$ cat src/sknn_pkg.sv
// shared types and constants of the segment k-nearest-neighbor block
package sknn_pkg;

  localparam int MAX_NEIGHBORS = 16;
  localparam int MAX_FEATURES  = 64;
  localparam int INDEX_BITS    = 20;

  localparam int FEAT_W   = 16;
  localparam int SQ_W     = 2 * FEAT_W;
  localparam int DIST_W   = 38;
  localparam int NC_W     = 5;
  localparam int FC_W     = 7;
  localparam int CFG_W    = (NC_W > FC_W) ? NC_W : FC_W;
  localparam int CFG_IDX_W = 1;
  localparam int POS_W    = (MAX_FEATURES > 1) ? $clog2(MAX_FEATURES) : 1;
  localparam int FE_W     = $clog2(MAX_FEATURES + 1);
  localparam int KE_W     = $clog2(MAX_NEIGHBORS + 1);
  localparam int CNT_W    = (MAX_NEIGHBORS > 1) ? $clog2(MAX_NEIGHBORS) : 1;
  localparam int OUT_RAW_W  = INDEX_BITS + DIST_W;
  localparam int OUT_DATA_W = ((OUT_RAW_W + 7) / 8) * 8;

  localparam logic [DIST_W-1:0] DIST_MAX = {DIST_W{1'b1}};

  localparam logic [NC_W-1:0] NC_RESET = NC_W'(16);
  localparam logic [FC_W-1:0] FC_RESET = FC_W'(3);

  // register indexes
  localparam logic [CFG_IDX_W-1:0] CFG_NEIGHBOR_COUNT = 1'b0;
  localparam logic [CFG_IDX_W-1:0] CFG_FEATURE_COUNT  = 1'b1;

  // opcodes of the input word
  localparam logic OP_QUERY = 1'b0;
  localparam logic OP_CAND  = 1'b1;

  typedef struct packed {
    logic                  valid;
    logic [DIST_W-1:0]     distance;
    logic [INDEX_BITS-1:0] idx;
  } entry_t;

  typedef struct packed {
    logic ins;
    logic shift;
    logic clr;
  } cell_ctrl_t;

  typedef struct packed {
    logic                  ins;
    logic                  last;
    logic [DIST_W-1:0]     distance;
    logic [INDEX_BITS-1:0] idx;
  } cand_t;

  typedef struct packed {
    logic vld;
    logic op;
    logic done;
    logic last;
  } stage_t;

  typedef enum logic [1:0] {
    ST_RUN,
    ST_DRAIN,
    ST_EMIT
  } state_t;

endpackage

$ cat src/sknn_cell.sv
// one cell of the sorted neighbor list: holds one entry, inserts and shifts
module sknn_cell (
  input  logic                clk,
  input  logic                rst_n,
  input  sknn_pkg::cell_ctrl_t ctrl,
  input  sknn_pkg::entry_t    cand,
  input  sknn_pkg::entry_t    prev,
  input  logic                prev_take,
  input  sknn_pkg::entry_t    next,
  output sknn_pkg::entry_t    ent,
  output logic                take
);

  logic                            vld_r, vld_nxt;
  logic [sknn_pkg::DIST_W-1:0]     dist_r, dist_nxt;
  logic [sknn_pkg::INDEX_BITS-1:0] idx_r, idx_nxt;

  // strict compare keeps the earlier candidate ahead on a tie
  assign take = !vld_r || (dist_r > cand.distance);

  assign ent.valid    = vld_r;
  assign ent.distance = dist_r;
  assign ent.idx      = idx_r;

  always_comb begin
    vld_nxt  = vld_r;
    dist_nxt = dist_r;
    idx_nxt  = idx_r;
    if (ctrl.clr) begin
      vld_nxt = 1'b0;
    end else if (ctrl.ins && take) begin
      if (prev_take) begin
        vld_nxt  = prev.valid;
        dist_nxt = prev.distance;
        idx_nxt  = prev.idx;
      end else begin
        vld_nxt  = 1'b1;
        dist_nxt = cand.distance;
        idx_nxt  = cand.idx;
      end
    end else if (ctrl.shift) begin
      vld_nxt  = next.valid;
      dist_nxt = next.distance;
      idx_nxt  = next.idx;
    end
  end

  always_ff @(posedge clk) begin
    if (!rst_n) begin
      vld_r <= 1'b0;
    end else begin
      vld_r <= vld_nxt;
    end
  end

  always_ff @(posedge clk) begin
    dist_r <= dist_nxt;
    idx_r  <= idx_nxt;
  end

endmodule

$ cat src/sknn_dist.sv
// distance pipeline: query store, difference, square and accumulation
module sknn_dist (
  input  logic                         clk,
  input  logic                         rst_n,
  input  logic                         acc,
  input  logic                         op,
  input  logic [sknn_pkg::FEAT_W-1:0]  value,
  input  logic                         last,
  input  logic [sknn_pkg::FE_W-1:0]    f_eff,
  output sknn_pkg::cand_t              cand
);

  logic [sknn_pkg::FEAT_W-1:0]     qmem [sknn_pkg::MAX_FEATURES];
  logic [sknn_pkg::MAX_FEATURES-1:0] qv_r;

  logic [sknn_pkg::POS_W-1:0]      pos_r, pos_nxt;
  logic                            done_a;

  sknn_pkg::stage_t                a_r, b_r, c_r;
  logic [sknn_pkg::FEAT_W-1:0]     rd_r, va_r;
  logic                            rdv_r;
  logic [sknn_pkg::FEAT_W-1:0]     q, ad, ad_r;
  logic signed [sknn_pkg::FEAT_W:0] d;
  logic [sknn_pkg::SQ_W-1:0]       sq_r;

  logic [sknn_pkg::DIST_W-1:0]     sum_r, sum_nxt, snew;
  logic [sknn_pkg::DIST_W:0]       ssum;
  logic [sknn_pkg::INDEX_BITS-1:0] cnt_r, cnt_nxt;
  logic                            is_cand, seg_end;

  // one position counter shared by query and candidate features
  assign done_a = (sknn_pkg::FE_W'({1'b0, pos_r}) + sknn_pkg::FE_W'(1)) >= f_eff;

  always_comb begin
    pos_nxt = pos_r;
    if (acc) begin
      pos_nxt = (done_a || last) ? '0 : pos_r + sknn_pkg::POS_W'(1);
    end
  end

  always_ff @(posedge clk) begin
    if (acc && (op == sknn_pkg::OP_QUERY)) begin
      qmem[pos_r] <= value;
    end
    if (acc) begin
      rd_r  <= qmem[pos_r];
      rdv_r <= qv_r[pos_r];
      va_r  <= value;
    end
  end

  always_ff @(posedge clk) begin
    if (!rst_n) begin
      qv_r <= '0;
    end else if (acc && (op == sknn_pkg::OP_QUERY)) begin
      qv_r[pos_r] <= 1'b1;
    end
  end

  // never written query features read as zero
  assign q = rdv_r ? rd_r : '0;
  assign d = $signed({va_r[sknn_pkg::FEAT_W-1], va_r}) - $signed({q[sknn_pkg::FEAT_W-1], q});
  always_comb begin
    if (d[sknn_pkg::FEAT_W]) begin
      ad = sknn_pkg::FEAT_W'(-d);
    end else begin
      ad = sknn_pkg::FEAT_W'(d);
    end
  end

  always_ff @(posedge clk) begin
    ad_r <= ad;
    sq_r <= ad_r * ad_r;
  end

  assign is_cand = c_r.vld && (c_r.op == sknn_pkg::OP_CAND);
  assign seg_end = c_r.vld && c_r.last;
  assign ssum    = {1'b0, sum_r} + (sknn_pkg::DIST_W + 1)'(sq_r);
  assign snew    = ssum[sknn_pkg::DIST_W] ? sknn_pkg::DIST_MAX : ssum[sknn_pkg::DIST_W-1:0];

  always_comb begin
    sum_nxt = sum_r;
    cnt_nxt = cnt_r;
    if (is_cand) begin
      sum_nxt = c_r.done ? '0 : snew;
      if (c_r.done) begin
        cnt_nxt = cnt_r + sknn_pkg::INDEX_BITS'(1);
      end
    end
    // a partial candidate is dropped at segment end
    if (seg_end) begin
      sum_nxt = '0;
      cnt_nxt = '0;
    end
  end

  assign cand.ins      = is_cand && c_r.done;
  assign cand.last     = seg_end;
  assign cand.distance = snew;
  assign cand.idx      = cnt_r;

  always_ff @(posedge clk) begin
    if (!rst_n) begin
      pos_r <= '0;
      sum_r <= '0;
      cnt_r <= '0;
      a_r   <= '0;
      b_r   <= '0;
      c_r   <= '0;
    end else begin
      pos_r <= pos_nxt;
      sum_r <= sum_nxt;
      cnt_r <= cnt_nxt;
      a_r   <= '{vld: acc, op: op, done: done_a, last: last};
      b_r   <= a_r;
      c_r   <= b_r;
    end
  end

endmodule

$ cat src/segment_knn_top_k.sv
// top level: config registers, neighbor cell chain and result sequencer
// A segment streams in as words of one feature each: the query vector first
// (tuser 0), then every candidate vector including the query again (tuser 1),
// with tlast on the segment's final word. Words are taken one per cycle while the
// input is open; a finished candidate distance leaves the four-stage distance pipeline
// (query store read, difference, square, accumulate) and is sorted into a chain of
// MAX_NEIGHBORS list cells in that same cycle. After tlast the input stalls while
// the pipeline drains, then k result words are sent from the head of the cell chain,
// one per cycle while out_tready is high, the chain moving up one cell per word;
// input resumes the cycle after the final result.
// No clearing pass is needed after reset.
module segment_knn_top_k (
  input  logic                               clk,
  input  logic                               rst_n,
  input  logic                               in_tvalid,
  output logic                               in_tready,
  input  logic [sknn_pkg::FEAT_W-1:0]        in_tdata,   // feature_value
  input  logic                               in_tuser,   // opcode
  input  logic                               in_tlast,   // last_in_segment
  output logic                               out_tvalid,
  input  logic                               out_tready,
  output logic [sknn_pkg::OUT_DATA_W-1:0]    out_tdata,  // neighbor_index, neighbor_distance, zero pad
  output logic                               out_tuser,  // slot_valid
  output logic                               out_tlast,  // last_result
  input  logic                               cfg_we,
  input  logic [sknn_pkg::CFG_IDX_W-1:0]     cfg_index,
  input  logic [sknn_pkg::CFG_W-1:0]         cfg_data
);

  localparam int N = sknn_pkg::MAX_NEIGHBORS;

  logic [sknn_pkg::NC_W-1:0]  nc_r;
  logic [sknn_pkg::FC_W-1:0]  fc_r;
  logic [sknn_pkg::KE_W-1:0]  k_eff;
  logic [sknn_pkg::FE_W-1:0]  f_eff;

  sknn_pkg::state_t           state_r, state_nxt;
  logic [sknn_pkg::CNT_W-1:0] ecnt_r, ecnt_nxt;
  logic                       in_acc, out_acc, final_res;

  sknn_pkg::cand_t            cand;
  sknn_pkg::entry_t           cand_ent;
  sknn_pkg::cell_ctrl_t       ctrl;
  sknn_pkg::entry_t           ent   [N];
  sknn_pkg::entry_t           prv   [N];
  sknn_pkg::entry_t           nxt   [N];
  logic                       take  [N];
  logic                       ptake [N];
  logic [N-1:0]               vld_vec;

  always_ff @(posedge clk) begin
    if (!rst_n) begin
      nc_r <= sknn_pkg::NC_RESET;
      fc_r <= sknn_pkg::FC_RESET;
    end else if (cfg_we) begin
      unique case (cfg_index)
        sknn_pkg::CFG_NEIGHBOR_COUNT: nc_r <= cfg_data[sknn_pkg::NC_W-1:0];
        sknn_pkg::CFG_FEATURE_COUNT:  fc_r <= cfg_data[sknn_pkg::FC_W-1:0];
        default: ;
      endcase
    end
  end

  // out-of-range register values are clamped
  always_comb begin
    if (nc_r == '0) begin
      k_eff = sknn_pkg::KE_W'(1);
    end else if (32'(nc_r) > N) begin
      k_eff = sknn_pkg::KE_W'(N);
    end else begin
      k_eff = sknn_pkg::KE_W'(nc_r);
    end
    if (fc_r == '0) begin
      f_eff = sknn_pkg::FE_W'(1);
    end else if (32'(fc_r) > sknn_pkg::MAX_FEATURES) begin
      f_eff = sknn_pkg::FE_W'(sknn_pkg::MAX_FEATURES);
    end else begin
      f_eff = sknn_pkg::FE_W'(fc_r);
    end
  end

  assign in_tready  = (state_r == sknn_pkg::ST_RUN);
  assign in_acc     = in_tvalid && in_tready;
  assign out_tvalid = (state_r == sknn_pkg::ST_EMIT);
  assign out_acc    = out_tvalid && out_tready;
  assign final_res  = (sknn_pkg::KE_W'(ecnt_r) + sknn_pkg::KE_W'(1)) == k_eff;

  sknn_dist u_dist (
    .clk   (clk),
    .rst_n (rst_n),
    .acc   (in_acc),
    .op    (in_tuser),
    .value (in_tdata),
    .last  (in_tlast),
    .f_eff (f_eff),
    .cand  (cand)
  );

  always_comb begin
    state_nxt = state_r;
    ecnt_nxt  = ecnt_r;
    unique case (state_r)
      sknn_pkg::ST_RUN: begin
        if (in_acc && in_tlast) begin
          state_nxt = sknn_pkg::ST_DRAIN;
        end
      end
      sknn_pkg::ST_DRAIN: begin
        if (cand.last) begin
          state_nxt = sknn_pkg::ST_EMIT;
          ecnt_nxt  = '0;
        end
      end
      sknn_pkg::ST_EMIT: begin
        if (out_acc) begin
          if (final_res) begin
            state_nxt = sknn_pkg::ST_RUN;
          end else begin
            ecnt_nxt = ecnt_r + sknn_pkg::CNT_W'(1);
          end
        end
      end
      default: state_nxt = sknn_pkg::ST_RUN;
    endcase
  end

  always_ff @(posedge clk) begin
    if (!rst_n) begin
      state_r <= sknn_pkg::ST_RUN;
      ecnt_r  <= '0;
    end else begin
      state_r <= state_nxt;
      ecnt_r  <= ecnt_nxt;
    end
  end

  assign ctrl.ins   = cand.ins;
  assign ctrl.shift = out_acc && !final_res;
  assign ctrl.clr   = out_acc && final_res;

  assign cand_ent.valid    = 1'b1;
  assign cand_ent.distance = cand.distance;
  assign cand_ent.idx      = cand.idx;

  genvar gi;
  generate
    for (gi = 0; gi < N; gi++) begin : g_cell
      if (gi == 0) begin : g_head
        assign prv[gi]   = '0;
        assign ptake[gi] = 1'b0;
      end else begin : g_mid
        assign prv[gi]   = ent[gi-1];
        assign ptake[gi] = take[gi-1];
      end
      if (gi == N - 1) begin : g_tail
        assign nxt[gi] = '0;
      end else begin : g_body
        assign nxt[gi] = ent[gi+1];
      end
      assign vld_vec[gi] = ent[gi].valid;

      sknn_cell u_cell (
        .clk       (clk),
        .rst_n     (rst_n),
        .ctrl      (ctrl),
        .cand      (cand_ent),
        .prev      (prv[gi]),
        .prev_take (ptake[gi]),
        .next      (nxt[gi]),
        .ent       (ent[gi]),
        .take      (take[gi])
      );
    end
  endgenerate

  // empty slots report zero index and distance
  assign out_tdata = {{(sknn_pkg::OUT_DATA_W - sknn_pkg::OUT_RAW_W){1'b0}},
                      (ent[0].valid ? ent[0].distance : '0),
                      (ent[0].valid ? ent[0].idx  : '0)};
  assign out_tuser = ent[0].valid;
  assign out_tlast = final_res;

  a_no_overlap: assert property (@(posedge clk) disable iff (!rst_n)
    out_tvalid |-> !in_tready)
    else $error("result sent while input is open");

  a_back_to_run: assert property (@(posedge clk) disable iff (!rst_n)
    (out_acc && out_tlast) |=> (in_tready && !out_tvalid))
    else $error("block did not return to input after final result");

  a_valid_prefix: assert property (@(posedge clk) disable iff (!rst_n)
    ((vld_vec & (vld_vec + N'(1))) == '0))
    else $error("list cells not filled from the head");

  a_head_sorted: assert property (@(posedge clk) disable iff (!rst_n)
    (ent[0].valid && ent[N-1 > 0 ? 1 : 0].valid) |->
      (ent[0].distance <= ent[N-1 > 0 ? 1 : 0].distance))
    else $error("list head out of order");

  a_list_cleared: assert property (@(posedge clk) disable iff (!rst_n)
    (out_acc && out_tlast) |=> (vld_vec == '0))
    else $error("list not cleared after emission");

endmodule

$ cat config.mk
export PLATFORM = sky130hd
export DESIGN_NAME = segment_knn_top_k
export DESIGN_NICKNAME = d
export VERILOG_FILES = /design/src/sknn_pkg.sv /design/src/sknn_cell.sv /design/src/sknn_dist.sv /design/src/segment_knn_top_k.sv
export SDC_FILE = /design/constraint.sdc
export NUM_CORES = 2
export LEC_CHECK = 0
export BUFFER_PORTS_ARGS = -buffer_cell sky130_fd_sc_hd__buf_4
export CAP_MARGIN = 15
export CORE_ASPECT_RATIO = 1.2
export CORE_MARGIN = 3
export CORE_UTILIZATION = 26
export DETAILED_ROUTE_END_ITERATION = 12
export PLACE_DENSITY = 0.42
export RECOVER_POWER = 100
export SLEW_MARGIN = 10
export SYNTH_ARGS = -nofsm -noshare
export SYNTH_HDL_FRONTEND = slang
export SYNTH_SLANG_ARGS = --single-unit
export TNS_END_PERCENT = 1
$ cat constraint.sdc
create_clock -name clk -period 8.1 [get_ports clk]
set_clock_uncertainty 0.1 [all_clocks]
set_input_delay 1.62 -clock clk [delete_from_list [all_inputs] [get_ports clk]]
set_output_delay 1.62 -clock clk [all_outputs]
set_load 0.03 [all_outputs]
==> parameters.txt <==
Parameter                              Value

Drt
  DRC Markers    0
  Remaining number of nets flagged by the antenna check after routing    0
  Iteration count of the initial detailed-routing pass    6
  Vias after detailed routing    82800
  Wire length after detailed routing    430000 µm
  DR iter-0 viols    6942
  Wire length per cell after detailed routing    26.6 µm
  Avg Vias per Cell    approximately 5.1

Power
  Lkg Pwr    52.4 nW
  Clk network pwr share    19.4%
  Switching fraction of total power    between 40 and 50%
  P_int    0.0353 W
  Net switching component of the power    0.0287 W
  Cell Pwr Density    roughly 480 nW/µm²
  Maximum VDD drop    1.71 mV
  Logic pwr share    60.1%
  Relative contribution of sequential cells to total power    20.5%

Clock network
  Sink count of the clock tree    2206
  Number of buffers on the longest clock path    4
  Clk pin slew, worst setup/hold paths    60 ps
  Hold buffer count at CTS    0
  CTS H-tree depth    5
  Library cell used as clock root buffer    clkbuf_16
  Inserted Clock Buffers    271
  CTS tree    yes
  Clk Latency, worst-skew pair    ~950 ps

Place
  DP Worst Slack    45.4 ps
  Global placement routability congestion    around 0.84
  Port buffer count    92
  HPWL reported at the end of detailed placement    just under 300000 µm
  Post-placement cell area    approximately 130000 µm²

Yosys
  Number of enable flip-flop cells after synthesis    1985
  Synth Flop Type    edfxtp_1
  Post-synthesis instance area    117000 µm²
  Sequential cell area fraction in the yosys report    54.8%
  Number of warnings reported in the yosys synthesis log    0
  Average footprint of a synthesized cell    11.8 µm²
  Count of cell types in the netlist    between 100 and 150
  Syn Inst Count    9891
  Async S/R FF share, synth    0%
  Post-synthesis sequential element count    2206

STA
  Number of hold-slack violations in the final timing report    0
  Max-slew violation count    roughly 1600
  Setup repair after global routing missed its margin    false
  Worst-case setup margin in the final layout    405 ps
  Maximum clock frequency    roughly 0.13 GHz
  Worst slew slack as a fraction of its limit    -154%
  Final setup viols    0
  Tightest Pin Transition    3810 ps
  Post-route fraction of the period consumed by the critical path    95.0%
  Minimum clock period    7690 ps

Critical path
  Data arrival at the endpoint of the critical path    8140 ps
  Kind of end point of the critical path    flip-flop
  Reg2reg path depth    21
  Critical path start-end classification    flip-flop to flip-flop
  Largest fanout of any net on the critical path    16
  WP data required    8540 ps
  Worst Setup Start Kind    flip-flop

Global routing
  Initial antenna violation count    15
  GR Util All Layers    18.2%
  Largest net degree at the start of global routing    119
  Remaining global-route overflow    0
  Vias in the first global route    84600
  First-pass GRT wire length    618000 µm

Run status
  Violations in the final reports    max-capacitance violations, max-slew violations
  Result of the run    complete, but fails checks

Job
  Max-cap violations    33

Floorplanning
  Io pins    a little under 100
  Die W    618 µm
  Chip Height    740 µm
  Rows    269
  Die area    457000 µm²
  Placeable core region    447000 µm²
  Initial Util    between 20% and 30%

Hold path
  Path class of the lowest-slack min-delay path    flip-flop to flip-flop
  Hold depth    1

Finish
  Most common cell after layout, fill and taps aside    edfxtp_1
  Area Growth Syn to Fin    15.0%
  Final cell area excluding filler cells    134000 µm²
  Final Net Count    10900
  Commonest cells after routing, fill and taps aside    edfxtp_1, nand2_1, o21ai_0
  Fraction of final layout cells sized beyond drive strength 1    8.94%
[worst paths after layout]
check	slack, ps	to	from
setup / recovery	410	g_cell[3].u_cell.idx_r[2]	u_dist.sum_r[0]
hold / removal	330	u_dist.c_r[0]	u_dist.b_r[0]
setup reg to reg	410	g_cell[3].u_cell.idx_r[2]	u_dist.sum_r[0]
hold reg to reg	330	u_dist.c_r[0]	u_dist.b_r[0]
[power groups by stage]
stage	registers, W	clock network, W	logic (W)
5_1_grt	0.0131	0.0131	0.0422
6_report	0.0131	0.0124	0.0384
3_5_place_dp	0.0133	0	0.0388
3_3_place_gp	0.0133	0	0.0384
4_1_cts	0.0131	0.0127	0.0391
2_1_floorplan	0.0134	0	0.0293
[worst max-delay path, cell delays in order (launching register included)]
cell       delay (ps)
dfxtp_1           340
ha_1              190
ha_1              220
a211oi_2          100
o21ai_0           320
a21o_1            330
o2111ai_4         170
a2111oi_4         370
buf_4             270
nor4_1            110
a21oi_4           660
inv_2             390
buf_4             320
ha_1              310
nand4_1           170
nor4b_2           440
a2bb2oi_1         210
nor4_1             90
a31o_4            270
or2_0             240
a21oi_2          1190
buf_4             410
[kinds of logic (layout without fill, tap and decap cells)]
group / Yosys count / in the layout / share of synthesized area, %
compound gates: 2591 / 2591 / 14.3
simple gates: 2325 / 2325 / 9.10
flops: 2206 / 2206 / 54.8
buf+inv: 984 / 1285 / 3.45
fa+ha+maj: 930 / 930 / 11.0
mux: 763 / 763 / 6.60
xor+xnor: 91 / 91 / 0.682
other cells: 1 / 15 / 0.00321
[what timing repair did]
item | CTS | global route
buffers inserted | 0 | 0
resized for setup | 0 | 1
setup endpoints to repair | 0 | 78
[synthesized netlist by cell type (17+ instances only)]
master	count	area [µm²]
edfxtp_1	1985	59600
nand2_1	1178	4420
o21ai_0	794	3970
ha_1	763	9550
mux2i_1	719	7200
a22oi_1	447	3360
clkbuf_1	417	1570
a21oi_1	353	1770
inv_1	344	1290
nor2_1	343	1290
dfxtp_1	221	4420
nand4_1	200	1250
fa_1	167	3340
o21ai_1	154	771
a21o_1	139	1040
and2_1	135	845
nand3_1	133	666
a221oi_1	96	841
a211oi_1	93	698
nor3_1	86	430
o21a_1	86	646
buf_2	84	420
buf_1	80	300
a22o_1	79	692
a31oi_1	74	463
xnor2_1	58	508
o221ai_1	49	429
nand2b_1	42	263
mux2_2	41	462
or3_1	38	238
buf_4	34	255
o211ai_1	34	255
o31ai_1	33	248
xor2_1	33	289
nor2b_1	31	194
nor4_1	29	181
and3_1	24	150
or2_2	22	138
a21boi_0	19	143
and4_1	17	149
o21bai_1	17	128
[layer usage]
metal,GRT usage [%],share of wire [%]
met3,1.97,4.2
met4,5.75,3.7
met2,32.1,49
met1,23.3,43
met5,0,0.0067
[layout make-up]
type	count	area (µm²)
Inverter	355	1340
Sequential cell	2206	64000
Tap cell	5962	7460
Clock inverter	132	1510
Fill cell	45600	313000
Timing Repair Buffer	441	3470
Antenna cell	9	22.5
Multi-Input combinational cell	6706	49100
Clock buffer	357	7370
[state kept, by name (all words and copies together), names as in the netlist, 20 cells and up]
register	flops
g_cell.u_cell.dist_r	608
g_cell.u_cell.idx_r	320
u_dist.cnt_r	20
u_dist.qmem	1024
u_dist.qv_r	64
u_dist.sq_r	31
u_dist.sum_r	38
[through the flow]
stage,hold WS [ps],total power (W),instances,setup TNS [ps],utilization [%]
finish,325,0.0639,16200,0,30.0
CTS,327,0.0649,16200,0,30.2
global placement,322,0.0517,15700,0,28.3
floorplan,293,0.0427,9896,-29820,-
detailed placement,318,0.0522,15700,0,28.3
global route,332,0.0684,16200,0,30.0
Power figures use the tool's default switching activity.
